$ cat config.mk
export PLATFORM = sky130hd
export DESIGN_NAME = pgc_div_cell
export DESIGN_NICKNAME = d
export VERILOG_FILES = /design/src/hdl/pgc_pkg.sv /design/src/hdl/pgc_div_cell.sv
export SDC_FILE = /design/constraint.sdc
export NUM_CORES = 1
export LEC_CHECK = 0
export ABC_AREA = 1
export BUFFER_PORTS_ARGS = -buffer_cell sky130_fd_sc_hd__buf_2
export CAP_MARGIN = 20
export CORE_ASPECT_RATIO = 1.4
export CORE_MARGIN = 1
export CORE_UTILIZATION = 45
export CTS_BUF_LIST = sky130_fd_sc_hd__clkbuf_16
export DETAILED_ROUTE_END_ITERATION = 8
export PLACE_DENSITY = 0.81
export REMOVE_ABC_BUFFERS = 1
export SLEW_MARGIN = 25
export SYNTH_ARGS = -nofsm -noshare
export SYNTH_HDL_FRONTEND = slang
export SYNTH_SLANG_ARGS = --single-unit
$ cat constraint.sdc
create_clock -name i_clk -period 2.1 [get_ports i_clk]
set_clock_uncertainty 0.2 [all_clocks]
set_input_delay 0.21 -clock i_clk [delete_from_list [all_inputs] [get_ports i_clk]]
set_output_delay 0.21 -clock i_clk [all_outputs]
set_load 0.02 [all_outputs]
$ cat src/hdl/pgc_pkg.sv
package pgc_pkg;

    localparam int MAX_ANGLES = 16;
    localparam int MAX_RADII  = 1024;
    localparam int MAX_IMAGE  = 2048;

    localparam int AW      = $clog2(MAX_ANGLES);
    localparam int RW      = $clog2(MAX_RADII);
    localparam int BANK_AW = AW + RW - 2;
    localparam int BANK_DEPTH = 1 << BANK_AW;

    localparam int VAL_W    = 16;
    localparam int SUM_W    = 25;
    localparam int SQRT_PAD = 14;
    localparam int ROOT_W   = 20;
    localparam int REM_W    = 22;
    localparam int STEP_W   = 7;
    localparam int CW       = 24;
    localparam int ZW       = 18;
    localparam int THETA_W  = 17;
    localparam int APOS_W   = 12;

    localparam int SQRT_CELLS   = ROOT_W;
    localparam int DIV_CELLS    = ROOT_W;
    localparam int CORDIC_CELLS = 16;

    localparam int ST_APOS = CORDIC_CELLS + 2;
    localparam int ST_RQ   = 2 + SQRT_CELLS + DIV_CELLS;

    localparam logic [1:0] CFG_IMAGE_SIZE   = 2'd0;
    localparam logic [1:0] CFG_RADIUS_STEP  = 2'd1;
    localparam logic [1:0] CFG_ANGLE_COUNT  = 2'd2;
    localparam logic [1:0] CFG_RADIUS_COUNT = 2'd3;

    localparam logic [11:0] RST_IMAGE_SIZE   = 12'd512;
    localparam logic [6:0]  RST_RADIUS_STEP  = 7'd2;
    localparam logic [4:0]  RST_ANGLE_COUNT  = 5'd5;
    localparam logic [10:0] RST_RADIUS_COUNT = 11'd128;

    typedef struct packed {
        logic              vld;
        logic              pix;
        logic              zero;
        logic [AW-1:0]     row;
        logic [RW-1:0]     col;
        logic [VAL_W-1:0]  val;
        logic [APOS_W-1:0] apos;
    } t_side;

    typedef struct packed {
        logic       vld;
        logic       pix;
        logic       inr;
        logic       pa;
        logic       pr;
        logic [7:0] fr;
        logic [8:0] fa;
    } t_tail;

    // Arctangent of 2^-i in units where pi is 65536.
    function automatic logic signed [ZW-1:0] atan_step(input int i);
        logic signed [ZW-1:0] v;
        case (i)
            0:       v = 18'sd16384;
            1:       v = 18'sd9672;
            2:       v = 18'sd5110;
            3:       v = 18'sd2594;
            4:       v = 18'sd1302;
            5:       v = 18'sd652;
            6:       v = 18'sd326;
            7:       v = 18'sd163;
            8:       v = 18'sd81;
            9:       v = 18'sd41;
            10:      v = 18'sd20;
            11:      v = 18'sd10;
            12:      v = 18'sd5;
            13:      v = 18'sd3;
            14:      v = 18'sd1;
            15:      v = 18'sd1;
            default: v = 18'sd0;
        endcase
        return v;
    endfunction

endpackage

$ cat src/hdl/pgc_div_cell.sv
module pgc_div_cell (
    input  logic                         i_clk,
    input  logic                         i_en,
    input  logic [pgc_pkg::STEP_W-1:0]   i_den,
    input  logic [pgc_pkg::STEP_W-1:0]   i_rem,
    input  logic [pgc_pkg::ROOT_W-1:0]   i_nq,
    output logic [pgc_pkg::STEP_W-1:0]   o_rem,
    output logic [pgc_pkg::ROOT_W-1:0]   o_nq
);
    import pgc_pkg::*;

    logic [STEP_W:0]    w_t;
    logic [STEP_W:0]    w_diff;
    logic               w_ge;
    logic [STEP_W-1:0]  r_rem;
    logic [ROOT_W-1:0]  r_nq;

    // Numerator bits leave at the top while quotient bits enter at the bottom.
    assign w_t    = {i_rem, i_nq[ROOT_W-1]};
    assign w_ge   = (w_t >= {1'b0, i_den});
    assign w_diff = w_t - {1'b0, i_den};

    always_ff @(posedge i_clk) begin
        if (i_en) begin
            r_rem <= w_ge ? w_diff[STEP_W-1:0] : w_t[STEP_W-1:0];
            r_nq  <= {i_nq[ROOT_W-2:0], w_ge};
        end
    end

    assign o_rem = r_rem;
    assign o_nq  = r_nq;

endmodule

==> results of run 1 <==
through the flow:
| stage | power, mW | utilization [%] | setup WS, ps |
|---|---|---|---|
| after detailed placement | 0.979 | 62.1 | 66.2 |
| final | 1.41 | 72.1 | 313 |
| after CTS | 1.41 | 72.1 | 333 |
| after global placement | 0.968 | 62.1 | 110 |
| after global routing | 1.47 | 72.1 | 182 |
| after floorplan | 0.867 | - | 269 |
layer usage:
metal | up-vias | GRT usage [%] | share of wire [%]
li1 | 577 | - | -
met1 | 505 | 21.5 | 37
met2 | 61 | 37.5 | 51
met3 | 8 | 4.37 | 9.2
met4 | 0 | 9.72 | 2.5
met5 | - | 0 | 0
flip-flops by register name, summed over array words and instances (netlist names):
| register | cells |
|---|---|
| o_nq | 20 |
| o_rem | 7 |
cell families (layout without fill, tap and decap cells):
| logic type | Yosys count | after routing | synth area share, % |
|---|---|---|---|
| flip-flops | 27 | 27 | 61.4 |
| AND/OR/NAND/NOR | 58 | 58 | 19.8 |
| adder cells (fa/ha/maj) | 8 | 8 | 8.15 |
| AO/OA/AOI/OAI | 5 | 5 | 2.75 |
| XOR/XNOR | 2 | 2 | 1.33 |
| buffers and inverters | 23 | 108 | 6.54 |
worst min-delay path: stages:
cell,delay [ps]
buf_2,100
nand3_1,70
nand2_1,50
how the worst min path moves through the flow:
stage	start	end	slack, ps
3_3_place_gp	i_nq[0]	o_nq[1]	190
4_1_cts	i_rem[1]	o_rem[2]	70
3_5_place_dp	i_nq[0]	o_nq[1]	190
6_report	i_rem[1]	o_rem[2]	80
2_1_floorplan	i_nq[9]	o_nq[10]	110
5_1_grt	i_rem[1]	o_rem[2]	90
cell usage after synthesis:
master and instances:
nand2_1 36, nand4_1 2, ha_1 7, or2_4 1, o21ai_1 2, inv_1 23
fa_1 1, xnor2_1 2, nor2_2 1, nand3_1 12, a21oi_1 1, nand3_4 1
nand2_2 1, o21ai_0 1, a21oi_4 1, nor2_1 4, edfxtp_1 27
placed cells by master (no fill, tap or decap), drive strengths merged:
master,netlist,routed
a21oi,2,2
buf,0,62
clkbuf,0,3
clkinv,0,1
dlygate4sd3,0,19
edfxtp,27,27
fa,1,1
ha,7,7
inv,23,23
nand2,37,37
nand3,13,13
nand4,2,2
nor2,5,5
o21ai,3,3
or2,1,1
xnor2,2,2
final cells by class:
cell class | instances | area, um2 | area share, %
repair buffers | 81 | 500 | 25.7
well taps | 36 | 45.0 | 2.32
multi-input cells | 73 | 423 | 21.7
flip-flops and latches | 27 | 811 | 41.7
clock inverters | 1 | 5.00 | 0.257
clock buffers | 3 | 75.1 | 3.86
inverters | 23 | 86.3 | 4.44
power groups by stage:
stage          Clock, mW  Combinational, mW  Sequential (mW)
6_report           0.403              0.332            0.671
5_1_grt            0.429              0.368            0.675
2_1_floorplan          0              0.117            0.749
3_5_place_dp           0              0.299            0.680
3_3_place_gp           0              0.290            0.678
4_1_cts            0.415              0.328            0.668
==> results.ini, run 1 <==
[cts]
clock_path_buffers = 2
cts-htree-levels = 1
clock-sinks = 27
cts_tree = done
post_cts_buffers = 0
clkTransAtPathRegs_ps = 60
cts-root-buf = clkbuf_16
cts-buffers-inserted = 3
ctsHoldBuffers = 19
cts_resized = 0

[setup_path]
worstSetupPathType = input port to register
cp.depth = 12
cp-startpoint = i_nq[19]
cp.buffers_inverters = 3
cp-end-kind = register
cpLargestDelayFamily = adder cells
critical_path.endpoint = o_rem[6]
crit_arrival_ps = 1590
cpMaxStageDelayCell = fa_1
worstPathCellList = buf_2, inv_1, ha_1, fa_1, inv_1, nand2_1, nand2_1, nand2_1, o21ai_0, nand2_1, nand3_1, nand2_1
cp_data_required_time_ps = 1910
crit_path_max_incr_delay_ps = 400
cpMostUsedCell = nand2_1
crit_path_max_fanout = 5
worst_setup_path_start_kind = input port

[cells_and_area]
nFillCells = 191
n_antenna_cell = 0
fin_cells = 244
fin_area_um2 = 1950
area.growth.synth_to_final_pct = 47.4
drive_gt1_share_pct = 34.1
fin_nets = 253

[die]
std_cell_rows = 22
pin_count = 63
die_h_um = 66.1
start_util_pct = 48.9
die_area_um2 = 3160
core_um2 = 2700
die_width_um = 47.8

[power]
combPwrFrac_pct = 23.6
p_leak_nw = 0.961
power_frac_seq_pct = 47.7
p_int_mw = 1.05
power.switching_mw = 0.360
clockPowerShare_pct = 28.7
p_sw_share_pct = 25.6
ir_worst_vdd_mv = 0.442
powerDensity_nw_per_um2 = 723

[worst_hold_path]
min_path_cells = 3
min_path_type = input port to register

[logic_synthesis]
postSynthCellCount = 123
synth_top_cell_area_share_pct = 61.4
netlist_top_cells_area = edfxtp_1, nand2_1, ha_1
yosysUniqueCellTypes = 17
yosysWarnings = 0
ys_ff_latch = 27
synth_top_cell_by_area = edfxtp_1
syn_avg_cell_area_um2 = 10.7
syn_area_um2 = 1320
yosysSeqAreaShare_pct = 61.4

[sta]
tightest_slew_ps = 559
hold_slack_ps = 77.4
fmax_mhz = 560
hold_viol = 0
rsz0062_at_grt = false
timing.final.crit_period_ps = 1790
final.setup.tns_ps = 0
finalCritPeriodShare_pct = 85.1
drv_slew = 0
setup_viol = 0
maxSlewHeadroom_pct = 62.7

[outcome]
outcome = completed

[global_route]
grt_max_degree = 28
grt_remaining_overflow = 0
globalRouteTotalUtil_pct = 20.9
antenna_found_initial = 0
grt_pass1_vias = 1062
grt_pass1_wl_um = 4590

[place]
routabilityCongestion = 0.816
dp_hpwl_um = 2120
dp.cells = 221
io_buffer_count = 62
place_area_um2 = 1680

[routing]
wire_per_inst_um = 12.8
detail-route-antenna-nets = 0
drt-vias-per-instance = 4.72
num_vias = 1151
drc_errors = 0
wl_um = 3130
first_iter_violations = 18
drtPass1Iterations = 4

[run]
maxCapViolations = 0

Power figures use the tool's default switching activity.
==> inputs of run 2 (changes only) <==
--- a/config.mk
+++ b/config.mk
@@ -6,12 +6,12 @@
 export NUM_CORES = 1
 export LEC_CHECK = 0
 export ABC_AREA = 1
-export BUFFER_PORTS_ARGS = -buffer_cell sky130_fd_sc_hd__buf_2
+export BUFFER_PORTS_ARGS = -buffer_cell sky130_fd_sc_hd__buf_4
 export CAP_MARGIN = 20
 export CORE_ASPECT_RATIO = 1.4
 export CORE_MARGIN = 1
-export CORE_UTILIZATION = 45
-export CTS_BUF_LIST = sky130_fd_sc_hd__clkbuf_16
+export CORE_UTILIZATION = 43
+export CTS_BUF_LIST = sky130_fd_sc_hd__clkbuf_4
 export DETAILED_ROUTE_END_ITERATION = 8
 export PLACE_DENSITY = 0.81
 export REMOVE_ABC_BUFFERS = 1
==> constraint.sdc (replaced) <==
create_clock -name i_clk -period 1.45 [get_ports i_clk]
set_clock_uncertainty 0.2 [all_clocks]
set_input_delay 0.145 -clock i_clk [delete_from_list [all_inputs] [get_ports i_clk]]
set_output_delay 0.145 -clock i_clk [all_outputs]
set_load 0.02 [all_outputs]
==> run 2 against run 1 <==
  * The flow now finishes with violations (negative setup slack)
  * Wire length grew 21%
  * Die area rose by 4.5%
  * Critical path depth did not move
  * Power grew 39%
  * Final cell count grew 9.4%
  * Critical path type unchanged
  * Largest cell class is now non-clock buffers
==> results.ini, run 2 (same netlist as run 1, synthesis figures left out) <==
[die]
std_cell_rows = 23
pin_count = 63
die_width_um = 48.8
die_h_um = 67.6
core_um2 = 2880
start_util_pct = 45.9
die_area_um2 = 3300

[cells_and_area]
fin_nets = 275
mostFrequentLayoutCell = buf_4
area.growth.synth_to_final_pct = 72.9
fin_cells = 267
fin_area_um2 = 2280
largest_reg_flops = 20
n_antenna_cell = 0
final_cell_mix = buf_4, nand2_1, edfxtp_1
drive_gt1_share_pct = 46.5
fin_util_pct = 79.3

[place]
post-place-ws_ps = -549
routabilityCongestion = 0.892
io_buffer_count = 62
dp_hpwl_um = 2430
place_area_um2 = 1970
dp.cells = 240

[sta]
tightest_slew_ps = 328
fmax_mhz = 643
setup_viol = 5
timing.final.crit_period_ps = 1560
maxSlewHeadroom_pct = 78.1
rsz0062_at_grt = true
final.setup.tns_ps = -490
finalCritPeriodShare_pct = 107
hold_slack_ps = 5.48
fin_ws_ps = -106
drv_slew = 0
hold_viol = 0

[routing]
drt-vias-per-instance = 4.80
num_vias = 1282
wire_per_inst_um = 14.2
drc_errors = 0
first_iter_violations = 28
detail-route-antenna-nets = 0
wl_um = 3800
drtPass1Iterations = 4

[cts]
cts-htree-levels = 1
clkTransAtPathRegs_ps = 130
cts-buffers-inserted = 3
clock-sinks = 27
clock_path_buffers = 2
cts-root-buf = clkbuf_4
cts_tree = done

[setup_path]
crit_arrival_ps = 1450
worstSetupPathType = input port to register
cp-startpoint = i_nq[19]
crit_path_max_fanout = 5
cp_data_required_time_ps = 1340
cp-end-kind = register
worst_setup_path_start_kind = input port

[worst_hold_path]
min_path_type = input port to register
min_to = o_rem[3]
min_path_cells = 4
worstHoldStart = i_rem[2]

[power]
p_leak_nw = 1.11
ir_worst_vdd_mv = 0.419
p_total_mw = 1.95
powerDensity_nw_per_um2 = 854

[global_route]
grt_pass1_wl_um = 5920
antenna_found_initial = 0
grt_pass1_vias = 1227
globalRouteTotalUtil_pct = 24.8
grt_remaining_overflow = 0
grt_max_degree = 28

[run]
maxCapViolations = 0

[outcome]
outcome = complete, but fails checks
violations = negative setup slack

## run 2: changes by cell type in the layout (fill, tap and decap cells not counted), sizes merged
cell / before / now
buf: 62 / 84
clkbuf: 3 / 4
clkinv: 1 / 0
## run 2: cell type report
| cell class | instances | area, um2 |
|---|---|---|
| repair buffers | 103 | 832 |
| flip-flops and latches | 27 | 811 |
| fillers | 181 | 596 |
| multi-input cells | 73 | 474 |
| inverters | 23 | 88.8 |
| well taps | 37 | 46.3 |
| clock buffers | 4 | 30.0 |
## run 2: power breakdown
part	switching (mW)	total, mW	internal (mW)
Sequential	0.0264	0.975	0.949
Combinational	0.327	0.651	0.324
Clock	0.197	0.323	0.126
## run 2: metal layers
metal	GRT usage, %	up-vias	share of wire (%)
li1	-	621	-
met1	26.9	574	36
met2	46.9	74	55
met3	4.50	13	7.5
met4	11.4	0	2.2
met5	0	-	0
## run 2: repair_timing
item,CTS,global route
endpoints found under the setup margin,7,7
pin swaps,2,4
resized for setup,10,10
hold endpoints to repair,20,0
setup buffers,2,2
hold buffers,19,0
## run 2: critical path: stages
cell     delay [ps]
buf_8            70
inv_4            30
ha_4            160
fa_2            410
inv_2            80
nand2_2          40
nand2_2          70
nand2_2          60
o21ai_2          80
nand2_2         140
nand3_2         110
nand2_2          50
## run 2: how the worst max path moves through the flow
| stage | endpoint | slack (ps) |
|---|---|---|
| finish | o_rem[5] | -110 |
| CTS | o_rem[5] | -9 |
| floorplan | o_rem[5] | -320 |
| global placement | o_rem[6] | -460 |
| global route | o_rem[6] | -140 |
| detailed placement | o_rem[5] | -550 |
