File: config.mk
export PLATFORM = sky130hd
export DESIGN_NAME = pgc_sqrt_cell
export DESIGN_NICKNAME = d
export VERILOG_FILES = /design/src/hdl/pgc_pkg.sv /design/src/hdl/pgc_sqrt_cell.sv
export SDC_FILE = /design/constraint.sdc
export NUM_CORES = 1
export LEC_CHECK = 0
export BUFFER_PORTS_ARGS = -buffer_cell sky130_fd_sc_hd__buf_2
export CORE_MARGIN = 2
export CORE_UTILIZATION = 45
export CTS_CLUSTER_DIAMETER = 30
export DETAILED_ROUTE_END_ITERATION = 12
export GPL_TIMING_DRIVEN = 0
export PLACE_DENSITY = 0.82
export SYNTH_ARGS = -nofsm -noshare
export SYNTH_HDL_FRONTEND = slang
export SYNTH_SLANG_ARGS = --single-unit
File: constraint.sdc
create_clock -name i_clk -period 4.2 [get_ports i_clk]
set_input_delay 0.84 -clock i_clk [delete_from_list [all_inputs] [get_ports i_clk]]
set_output_delay 0.84 -clock i_clk [all_outputs]
set_load 0.01 [all_outputs]
File: src/hdl/pgc_pkg.sv
package pgc_pkg;

    localparam int MAX_ANGLES = 16;
    localparam int MAX_RADII  = 1024;
    localparam int MAX_IMAGE  = 2048;

    localparam int AW      = $clog2(MAX_ANGLES);
    localparam int RW      = $clog2(MAX_RADII);
    localparam int BANK_AW = AW + RW - 2;
    localparam int BANK_DEPTH = 1 << BANK_AW;

    localparam int VAL_W    = 16;
    localparam int SUM_W    = 25;
    localparam int SQRT_PAD = 14;
    localparam int ROOT_W   = 20;
    localparam int REM_W    = 22;
    localparam int STEP_W   = 7;
    localparam int CW       = 24;
    localparam int ZW       = 18;
    localparam int THETA_W  = 17;
    localparam int APOS_W   = 12;

    localparam int SQRT_CELLS   = ROOT_W;
    localparam int DIV_CELLS    = ROOT_W;
    localparam int CORDIC_CELLS = 16;

    localparam int ST_APOS = CORDIC_CELLS + 2;
    localparam int ST_RQ   = 2 + SQRT_CELLS + DIV_CELLS;

    localparam logic [1:0] CFG_IMAGE_SIZE   = 2'd0;
    localparam logic [1:0] CFG_RADIUS_STEP  = 2'd1;
    localparam logic [1:0] CFG_ANGLE_COUNT  = 2'd2;
    localparam logic [1:0] CFG_RADIUS_COUNT = 2'd3;

    localparam logic [11:0] RST_IMAGE_SIZE   = 12'd512;
    localparam logic [6:0]  RST_RADIUS_STEP  = 7'd2;
    localparam logic [4:0]  RST_ANGLE_COUNT  = 5'd5;
    localparam logic [10:0] RST_RADIUS_COUNT = 11'd128;

    typedef struct packed {
        logic              vld;
        logic              pix;
        logic              zero;
        logic [AW-1:0]     row;
        logic [RW-1:0]     col;
        logic [VAL_W-1:0]  val;
        logic [APOS_W-1:0] apos;
    } t_side;

    typedef struct packed {
        logic       vld;
        logic       pix;
        logic       inr;
        logic       pa;
        logic       pr;
        logic [7:0] fr;
        logic [8:0] fa;
    } t_tail;

    // Arctangent of 2^-i in units where pi is 65536.
    function automatic logic signed [ZW-1:0] atan_step(input int i);
        logic signed [ZW-1:0] v;
        case (i)
            0:       v = 18'sd16384;
            1:       v = 18'sd9672;
            2:       v = 18'sd5110;
            3:       v = 18'sd2594;
            4:       v = 18'sd1302;
            5:       v = 18'sd652;
            6:       v = 18'sd326;
            7:       v = 18'sd163;
            8:       v = 18'sd81;
            9:       v = 18'sd41;
            10:      v = 18'sd20;
            11:      v = 18'sd10;
            12:      v = 18'sd5;
            13:      v = 18'sd3;
            14:      v = 18'sd1;
            15:      v = 18'sd1;
            default: v = 18'sd0;
        endcase
        return v;
    endfunction

endpackage

File: src/hdl/pgc_sqrt_cell.sv
module pgc_sqrt_cell #(
    parameter int K = 0
) (
    input  logic                         i_clk,
    input  logic                         i_en,
    input  logic [pgc_pkg::SUM_W-1:0]    i_sum,
    input  logic [pgc_pkg::REM_W-1:0]    i_rem,
    input  logic [pgc_pkg::ROOT_W-1:0]   i_root,
    output logic [pgc_pkg::SUM_W-1:0]    o_sum,
    output logic [pgc_pkg::REM_W-1:0]    o_rem,
    output logic [pgc_pkg::ROOT_W-1:0]   o_root
);
    import pgc_pkg::*;

    localparam int RAD_W = 2 * ROOT_W;

    logic [RAD_W-1:0]   w_rad;
    logic [1:0]         w_pair;
    logic [REM_W+1:0]   w_t;
    logic [REM_W+1:0]   w_trial;
    logic [REM_W+1:0]   w_diff;
    logic               w_ge;
    logic [SUM_W-1:0]   r_sum;
    logic [REM_W-1:0]   r_rem;
    logic [ROOT_W-1:0]  r_root;

    // The radicand is the squared distance scaled by 2^14; each cell takes two bits of it.
    assign w_rad   = {{(RAD_W-SUM_W-SQRT_PAD){1'b0}}, i_sum, {SQRT_PAD{1'b0}}};
    assign w_pair  = w_rad[RAD_W-1-2*K -: 2];
    assign w_t     = {i_rem, w_pair};
    assign w_trial = {{(REM_W-ROOT_W){1'b0}}, i_root, 2'b01};
    assign w_ge    = (w_t >= w_trial);
    assign w_diff  = w_t - w_trial;

    always_ff @(posedge i_clk) begin
        if (i_en) begin
            r_sum  <= i_sum;
            r_rem  <= w_ge ? w_diff[REM_W-1:0] : w_t[REM_W-1:0];
            r_root <= {i_root[ROOT_W-2:0], w_ge};
        end
    end

    assign o_sum  = r_sum;
    assign o_rem  = r_rem;
    assign o_root = r_root;

endmodule

==> reports/metrics.csv, run 1 <==
metric,value,unit
post-synthesis cell count,252,
GRT overflow,0,
Layout fillers,598,
dpl hpwl,5.53,mm
H-tree levels,3,
antenna cells,0,
1st-pass router iterations,4,
Post-Syn Area per Cell,13.4,um^2
post-synthesis cell area,0.00337,mm^2
WS Path Type,primary input to register,
Critical Path AT,3.32,ns
Final Hold Fails,0,
Die H,90.5,um
Clock transition at path regs,0.08,ns
Synth top area share,59.7,%
Rel. slew slack,44.5,%
vias per cell,4.98,
Critical Path Start Type,primary input,
status,finished clean,
Power Density,407,mW/mm^2
CTS buffer count,9,
M1 wire length,3.09,mm
Max Slew Vio Count,0,
crit-path max FO,10,
core box area,0.00725,mm^2
Max Used Layer,met4,
met3 wire length,530,um
Main synth FF type,edfxtp_1,
vias in the first global route,2418,
endpoint class of the critical path,register,
Final ANT Viol Nets,0,
layout cell share with drive strength beyond 1,40.0,%
Finished Cell Area,0.00439,mm^2
Post-CTS Resized,0,
drt wl/cell,14.4,um
CTS max path bufs,2,
I/O Buffers,135,
register area share after synthesis,59.7,%
unrepaired setup endpoints after global routing,false,
"area leader, netlist",edfxtp_1,
worst-margin pin slew,0.832,ns
hold path depth,1,
Worst Hold Class,primary input to register,
via count,2498,
residual DRC count,0,
Pleak,1.93,nW
die width,90.5,um
min cycle time layout,3.22,ns
#FFs+latches synth,67,
Initial Util,46.5,%
I/O Pins,136,
WL met2,3.50,mm
"Net Count, Synth",342,
max capacitance violation total,0,
nets,488,
"EDFF count, synth",67,
CTS tree,yes,
Max Fclk,0.310,GHz
Setup Viol. Count Final,0,
Hold Crit Start,i_sum[7],
Post-CTS Setup Bufs,0,
CTS sink count,67,
"top cells by area, synth","edfxtp_1 (60%), ha_1 (7.4%), mux2_1 (6.0%)",
ys async rst share,0,%
pin count of the biggest net entering global routing,68,
die area,0.00820,mm^2
CTS Hold Bufs,0,
Max IR drop VDD,0.226,mV
initial antenna violation count,0,
Syn-to-layout area delta,30.3,%
Final GP Congestion,0.856,
Tot GR Track Use,18.0,%
Post-Place Cell Area,0.00417,mm^2
period utilization,76.7,%
WL final,7.22,mm
Setup TNS Final,0,ns
Min-Delay Endpoint,o_sum[7]$_DFFE_PP_,
warnings from Yosys,0,
row cnt,31,
worst endpoint required time,4.29,ns
root buf cell,clkbuf_8,
Synth cell types,42,
DRT iter0 DRCs,83,
first-pass GRT wire length,11.4,mm
==> how the worst max path moves through the flow <==
stage | from | endpoint | slack, ns | depth (start not counted)
floorplan | i_root[3] | o_rem[10]$_DFFE_PP_ | 1.06 | 10
global placement | i_root[3] | o_rem[10]$_DFFE_PP_ | 0.65 | 11
detailed placement | i_root[3] | o_rem[18]$_DFFE_PP_ | 0.61 | 11
CTS | i_root[3] | o_rem[5]$_DFFE_PP_ | 0.97 | 11
global route | i_root[3] | o_rem[10]$_DFFE_PP_ | 0.86 | 11
finish | i_root[3] | o_rem[5]$_DFFE_PP_ | 0.98 | 11
==> cell usage after synthesis (3+ instances only) <==
cell type  instances
o21ai_0            7
nand2_1           10
nor2_1             5
xnor2_1            9
ha_1              20
mux2_1            18
nand4_1            3
edfxtp_1          67
inv_1             25
a21oi_1           20
xor2_1            10
clkbuf_1           8
o21a_1             3
a21o_1             3
nand3_1            9
==> critical path, stage by stage <==
cell	delay, ns
buf_2	0.09
inv_1	0.04
ha_1	0.33
nand2_1	0.08
o31ai_2	0.40
a31o_2	0.25
a31oi_2	0.16
o31a_1	0.36
o21bai_4	0.22
buf_6	0.20
mux2_1	0.34
==> layout make-up <==
class / count / area [um^2] / area share (%)
tap: 99 / 124 / 2.82
buffer: 11 / 56.3 / 1.28
inverter: 25 / 93.8 / 2.14
sequential: 67 / 2010 / 45.8
clock inverter: 6 / 90.1 / 2.05
timing repair buffer: 135 / 678 / 15.4
clock buffer: 10 / 128 / 2.91
multi-input combinational: 149 / 1210 / 27.5
==> logic make-up (layout without fill, tap and decap cells) <==
logic type,after synthesis,after routing,synth area share (%)
mux,20,20,6.68
buf+inv,36,187,4.45
flops,67,67,59.7
compound gates,56,56,11.5
fa+ha+maj,21,21,8.02
simple gates,33,33,4.68
xor+xnor,19,19,4.94
==> state kept, by name, summed over array words and instances, names as in the netlist <==
name    count
o_sum      25
o_root     20
o_rem      22
==> where the power goes <==
group	switching [W]	internal [W]	leakage (nW)	total (W)
Clock	0.000247	0.000335	0.106	0.000582
Combinational	0.000202	0.000164	1.17	0.000366
Sequential	0.0000158	0.000823	0.656	0.000839
Total	0.000465	0.00132	1.93	0.00179
==> cell usage in the layout (no fill, tap or decap), types with 2 or more instances in the layout <==
master,n
a41o_1,2
o21ai_0,7
o21bai_1,2
nand2_1,10
o211ai_1,2
clkbuf_1,9
nor2_1,5
buf_6,2
mux2_1,18
xnor2_1,9
inv_1,25
o31ai_1,2
and3_1,2
a31oi_1,2
ha_1,20
clkinv_4,2
o21a_1,3
nand3_1,9
mux2_2,2
bufinv_16,2
buf_2,134
edfxtp_1,67
nand4_1,3
a21oi_1,20
xor2_1,10
clkbuf_8,9
a21o_1,3
==> per-stage QoR <==
step	util [%]	hold WS, ns	total power (W)	worst slack [ns]	instances
final	60.5	0.671	0.00179	0.977	502
after global routing	60.5	0.648	0.00188	0.857	502
after CTS	60.5	0.654	0.00181	0.974	502
after detailed placement	57.5	1.02	0.00122	0.606	486
after global placement	57.5	1.02	0.00121	0.647	486
after floorplan	-	0.939	0.00107	1.06	252
==> routing by layer <==
layer	GRT usage, %	up-vias
li1	-	1232
met1	20.5	1163
met2	31.0	92
met3	6.84	11
met4	5.77	0
met5	0	-
Note: power is estimated with default switching activity, not from simulation.
==> run 2, diff against run 1 <==
--- a/config.mk
+++ b/config.mk
@@ -7,11 +7,11 @@
 export LEC_CHECK = 0
 export BUFFER_PORTS_ARGS = -buffer_cell sky130_fd_sc_hd__buf_2
 export CORE_MARGIN = 2
-export CORE_UTILIZATION = 45
+export CORE_UTILIZATION = 44
 export CTS_CLUSTER_DIAMETER = 30
 export DETAILED_ROUTE_END_ITERATION = 12
 export GPL_TIMING_DRIVEN = 0
-export PLACE_DENSITY = 0.82
+export PLACE_DENSITY = 0.84
 export SYNTH_ARGS = -nofsm -noshare
 export SYNTH_HDL_FRONTEND = slang
 export SYNTH_SLANG_ARGS = --single-unit
==> constraint.sdc (replaced) <==
create_clock -name i_clk -period 2.6 [get_ports i_clk]
set_input_delay 0.52 -clock i_clk [delete_from_list [all_inputs] [get_ports i_clk]]
set_output_delay 0.52 -clock i_clk [all_outputs]
set_load 0.01 [all_outputs]
==> run 2 against run 1 <==
The flow now finishes with violations (setup timing); non-clock buffer count increased by 4; clock power increased by 59%; sequential share of layout area decreased by 3.2 points; final cell count increased by 0.80%; hold slack got worse by 0.32 ns; die area increased by 2.2%; final area increased by 7.5%.
==> reports/metrics.csv, run 2 (synthesis results as in run 1) <==
metric,value,unit
status,finished with violations,
violated checks,setup timing,
Final ANT Viol Nets,0,
nets,492,
drt wl/cell,15.3,um
H-tree levels,3,
core box area,0.00733,mm^2
WS Path Type,primary input to register,
antenna cells,0,
Layout fillers,582,
most frequent cells in the layout,"buf_2 (130), edfxtp_1 (67), inv_1 (21), a21oi_1 (19), mux2_4 (18)",
Rel. slew slack,44.1,%
die width,91.5,um
period utilization,102,%
max capacitance violation total,0,
Pleak,2.12,nW
Final GP Congestion,0.829,
FF/Latch Area,0.00201,mm^2
I/O Pins,136,
"commonest non-fill, non-tap cell in the layout",buf_2,
Worst path slowest cell,o31a_1,
Setup Viol. Count Final,19,
min cycle time layout,2.64,ns
Final Hold Fails,0,
Tot GR Track Use,18.8,%
DRT iter0 DRCs,140,
endpoint class of the critical path,register,
Worst Hold Class,primary input to register,
"Top cell by count, worst path",buf_12,
Die H,91.5,um
die area,0.00838,mm^2
max reg flops,25,
CTS tree,yes,
GRT overflow,0,
Power Density,638,mW/mm^2
residual DRC count,0,
area occupied by multi-input gates,0.00138,mm^2
pin count of the biggest net entering global routing,68,
vias in the first global route,2595,
Max Fclk,0.378,GHz
I/O Buffers,135,
CTS sink count,67,
WL final,7.73,mm
root buf cell,clkbuf_8,
placed cells,486,
unrepaired setup endpoints after global routing,true,
Clock transition at path regs,0.08,ns
Final Util,64.4,%
worst endpoint required time,2.68,ns
worst path cell trace,buf_12 -> inv_12 -> ha_4 -> nor2_4 -> o31ai_4 -> a31o_2 -> a31oi_4 -> o31a_1 -> o21bai_4 -> buf_12 -> clkbuf_16 -> mux2_4,
CTS buffer count,9,
vias per cell,5.04,
via count,2551,
Max Slew Vio Count,0,
CTS max path bufs,2,
Initial Util,46.0,%
initial antenna violation count,0,
"Largest stage delay, worst path",0.36,ns
worst-margin pin slew,0.839,ns
first-pass GRT wire length,12.3,mm
Syn-to-layout area delta,40.0,%
Non-Filler Instances,506,
1st-pass router iterations,4,
Worst Slack Setup Final,-0.0447,ns
worst hold margin,0.352,ns
layout cell share with drive strength beyond 1,49.6,%
Critical Path Start Type,primary input,
Max IR drop VDD,0.323,mV
dpl hpwl,5.62,mm
Critical Path AT,2.73,ns
crit-path max FO,5,
row cnt,31,
==> run 2: cell types whose count changed in the layout (fill, tap and decap cells not counted), sizes merged <==
| cell | change |
|---|---|
| buf | +7 |
| clkinv | -1 |
| clkbuf | -3 |
| bufbuf | +1 |
==> run 2: where the power goes <==
part           leakage (nW)  total, W  switching [W]  internal (W)
logic                  1.36  0.000728       0.000360      0.000368
registers             0.656   0.00136      0.0000261       0.00133
clock network         0.103  0.000927       0.000389      0.000538
==> run 2: layer usage <==
metal	GRT usage [%]	wire length, um	vias to the layer above
met3	6.80	672	12
met5	0	0	-
met4	5.56	86	0
met1	21.7	3150	1179
li1	-	-	1236
met2	32.7	3820	124
==> run 2: final cells by class <==
cell class                      count  area share [%]
Buffer                              5            1.01
Clock buffer                       11            2.78
Clock inverter                      5            1.64
Inverter                           25            2.31
Multi-Input combinational cell    149            29.2
Sequential cell                    67            42.6
Tap cell                           99            2.62
Timing Repair Buffer              145            17.8
==> run 2: through the flow <==
step           total power [W]  area [um^2]  TNS, ns  worst slack, ns
2_1_floorplan          0.00181         3540    -1.17          -0.0718
3_3_place_gp           0.00204         4340    -8.45           -0.447
3_5_place_dp           0.00206         4340    -9.22           -0.480
4_1_cts                0.00302         4660        0          0.00192
5_1_grt                0.00315         4720    -1.48          -0.0893
6_report               0.00301         4720   -0.504          -0.0447
==> run 2: path summary, 6_finish.rpt <==
| path | start | end | slack (ns) | depth (start not counted) |
|---|---|---|---|---|
| setup / recovery | i_root[1] | o_rem[11]$_DFFE_PP_ | -0.04 | 12 |
| hold / removal | i_sum[23] | o_sum[23]$_DFFE_PP_ | 0.35 | 1 |
==> run 2: what timing repair did <==
| action | in CTS | in global routing |
|---|---|---|
| pin swaps | 5 | 10 |
| resized for setup | 6 | 15 |
| setup buffers | 7 | 1 |
| endpoints found under the setup margin | 17 | 21 |
| cloned | 1 | 1 |
| hold buffers | 0 | 0 |
==> run 2: worst max-delay path, delay by kind of cell <==
family,cells,cell delay [ns]
AND/OR/NAND/NOR,1,0.04
AO/OA/AOI/OAI,5,1.19
adder cells (fa/ha/maj),1,0.28
multiplexers,1,0.29
buffers and inverters,4,0.42
==> run 3, diff against run 2 <==
--- a/config.mk
+++ b/config.mk
@@ -7,11 +7,11 @@
 export LEC_CHECK = 0
 export BUFFER_PORTS_ARGS = -buffer_cell sky130_fd_sc_hd__buf_2
 export CORE_MARGIN = 2
-export CORE_UTILIZATION = 44
+export CORE_UTILIZATION = 45
 export CTS_CLUSTER_DIAMETER = 30
 export DETAILED_ROUTE_END_ITERATION = 12
 export GPL_TIMING_DRIVEN = 0
-export PLACE_DENSITY = 0.84
+export PLACE_DENSITY = 0.82
 export SYNTH_ARGS = -nofsm -noshare
 export SYNTH_HDL_FRONTEND = slang
 export SYNTH_SLANG_ARGS = --single-unit
==> constraint.sdc (replaced) <==
create_clock -name i_clk -period 2.9 [get_ports i_clk]
set_input_delay 0.58 -clock i_clk [delete_from_list [all_inputs] [get_ports i_clk]]
set_output_delay 0.58 -clock i_clk [all_outputs]
set_load 0.01 [all_outputs]
==> run 3 against run 2 <==
The run now ends clean; worst setup slack improved by 0.087 ns; global-route usage is 0.75 points lower; critical path depth stayed put; via count is 0.27% higher; non-clock buffer count rose by 3; routed wire length shrank 2.8%; clock-buffer cell count decreased by 1; first-iteration DRC count is 49% lower; die area is 2.1% lower; clock power shrank 9.1%; total power down 13%; sequential power decreased by 10%.
==> reports/metrics.csv, run 3 (synthesis results as in run 1) <==
metric,value,unit
core box area,0.00725,mm^2
die area,0.00820,mm^2
GRT overflow,0,
antenna cells,0,
Finished Cell Area,0.00453,mm^2
max capacitance violation total,0,
period utilization,98.6,%
nets,495,
Max IR drop VDD,0.325,mV
Rel. slew slack,44.5,%
crit-path max FO,6,
sw power,0.000686,W
Flop pwr share,46.4,%
I/O Buffers,135,
grt met3 use,6.84,%
Max Slew Vio Count,0,
min cycle time layout,2.86,ns
hold path depth,1,
Final Util,62.5,%
"commonest non-fill, non-tap cell in the layout",buf_2,
Top Usage Layer GRT,met2,
"Largest stage delay, worst path",0.34,ns
Tot GR Track Use,18.1,%
row cnt,31,
die width,90.5,um
worst-margin pin slew,0.833,ns
Final GP Congestion,0.856,
endpoint class of the critical path,register,
Syn-to-layout area delta,34.4,%
Critical Path AT,2.95,ns
met2 Track Usage GR,31.3,%
I/O Pins,136,
CTS Hold Bufs,0,
sw frac,26.2,%
Pleak,2.00,nW
Worst Hold Class,primary input to register,
Critical Path Start Type,primary input,
Min-Delay Endpoint,o_sum[5]$_DFFE_PP_,
pin count of the biggest net entering global routing,68,
worst hold margin,0.409,ns
residual DRC count,0,
layout cell share with drive strength beyond 1,41.5,%
H-tree levels,3,
initial antenna violation count,0,
CTS tree,yes,
WS Path Type,primary input to register,
vias per cell,5.03,
most frequent cells in the layout,"buf_2 (134), edfxtp_1 (67), inv_1 (25), a21oi_1 (19), ha_1 (19)",
worst path cell trace,buf_2 -> inv_1 -> ha_1 -> nand2_1 -> o31ai_4 -> a31o_2 -> a31oi_4 -> o31a_1 -> o21bai_4 -> buf_12 -> clkbuf_16 -> mux2_1,
Max Fclk,0.350,GHz
Clock transition at path regs,0.07,ns
status,finished clean,
max reg flops,25,
met1 Use GR,20.6,%
1st-pass router iterations,4,
vias in the first global route,2427,
root buf cell,clkbuf_8,
Final ANT Viol Nets,0,
Clock power frac,32.2,%
WL final,7.52,mm
Post-Place Cell Area,0.00417,mm^2
first-pass GRT wire length,11.4,mm
Final Hold Fails,0,
Pint,0.00194,W
Die H,90.5,um
drt wl/cell,14.8,um
Setup Viol. Count Final,0,
CTS sink count,67,
Worst path slowest cell,ha_1,
CTS buffer count,9,
combinational power share,21.5,%
Initial Util,46.5,%
Hold Crit Start,i_sum[5],
DRT iter0 DRCs,72,
via count,2558,
worst endpoint required time,2.99,ns
Power Density,579,mW/mm^2
CTS max path bufs,2,
dpl hpwl,5.53,mm
## run 3: cell count changes in the layout (fill, tap and decap cells not counted), moves of 2 or more
cell	before	now
inv_1	21	25
clkbuf_1	4	9
buf_6	3	0
mux2_4	18	0
buf_4	8	5
ha_1	16	19
buf_2	130	134
ha_4	4	1
buf_12	3	1
clkinv_4	0	2
mux2_1	0	18
inv_2	2	0
## run 3: how the worst max path moves through the flow
stage / start / end / slack (ns)
CTS: i_root[1] / o_rem[5]$_DFFE_PP_ / 0.03
detailed placement: i_root[3] / o_rem[18]$_DFFE_PP_ / -0.43
finish: i_root[2] / o_rem[12]$_DFFE_PP_ / 0.04
global route: i_root[2] / o_rem[12]$_DFFE_PP_ / -0.03
global placement: i_root[3] / o_rem[10]$_DFFE_PP_ / -0.39
floorplan: i_root[3] / o_rem[10]$_DFFE_PP_ / 0.02
## run 3: timing repair
item | CTS | global route
pin swaps | 2 | 3
endpoints found under the setup margin | 17 | 18
cloned | 0 | 2
gates resized for setup | 2 | 5
setup buffers | 2 | 3
## run 3: area by class of cell
type / instances / area [um^2]
Clock inverter: 6 / 90.1
Fill cell: 584 / 2720
Timing Repair Buffer: 142 / 778
Sequential cell: 67 / 2010
Tap cell: 99 / 124
Clock buffer: 10 / 128
Buffer: 11 / 63.8
Inverter: 25 / 93.8
Multi-Input combinational cell: 149 / 1240
## run 3: per-stage QoR
| step | setup WS (ns) | TNS, ns | power [W] | instances |
|---|---|---|---|---|
| 2_1_floorplan | 0.0153 | 0 | 0.00155 | 252 |
| 3_3_place_gp | -0.393 | -7.17 | 0.00176 | 486 |
| 3_5_place_dp | -0.434 | -7.97 | 0.00177 | 486 |
| 4_1_cts | 0.0267 | 0 | 0.00263 | 504 |
| 5_1_grt | -0.0341 | -0.392 | 0.00275 | 509 |
| 6_report | 0.0420 | 0 | 0.00262 | 509 |
## run 3: critical path, delay by kind of cell
family                   cells  cell delay [ns]
AO/OA/AOI/OAI                5             1.17
multiplexers                 1             0.32
buffers and inverters        4             0.42
adder cells (fa/ha/maj)      1             0.34
AND/OR/NAND/NOR              1             0.12
## run 3: power groups by stage
stage,registers (W),clock network [W],logic (W)
2_1_floorplan,0.00130,0,0.000254
3_3_place_gp,0.00124,0,0.000521
3_5_place_dp,0.00124,0,0.000533
4_1_cts,0.00122,0.000865,0.000543
5_1_grt,0.00122,0.000905,0.000621
6_report,0.00122,0.000843,0.000563
## run 3: per-layer routing
metal  vias up  wire length (um)
li1       1241                 -
met1      1214              3220
met2        92              3670
met3        11               533
met4         0                99
met5         -                 0
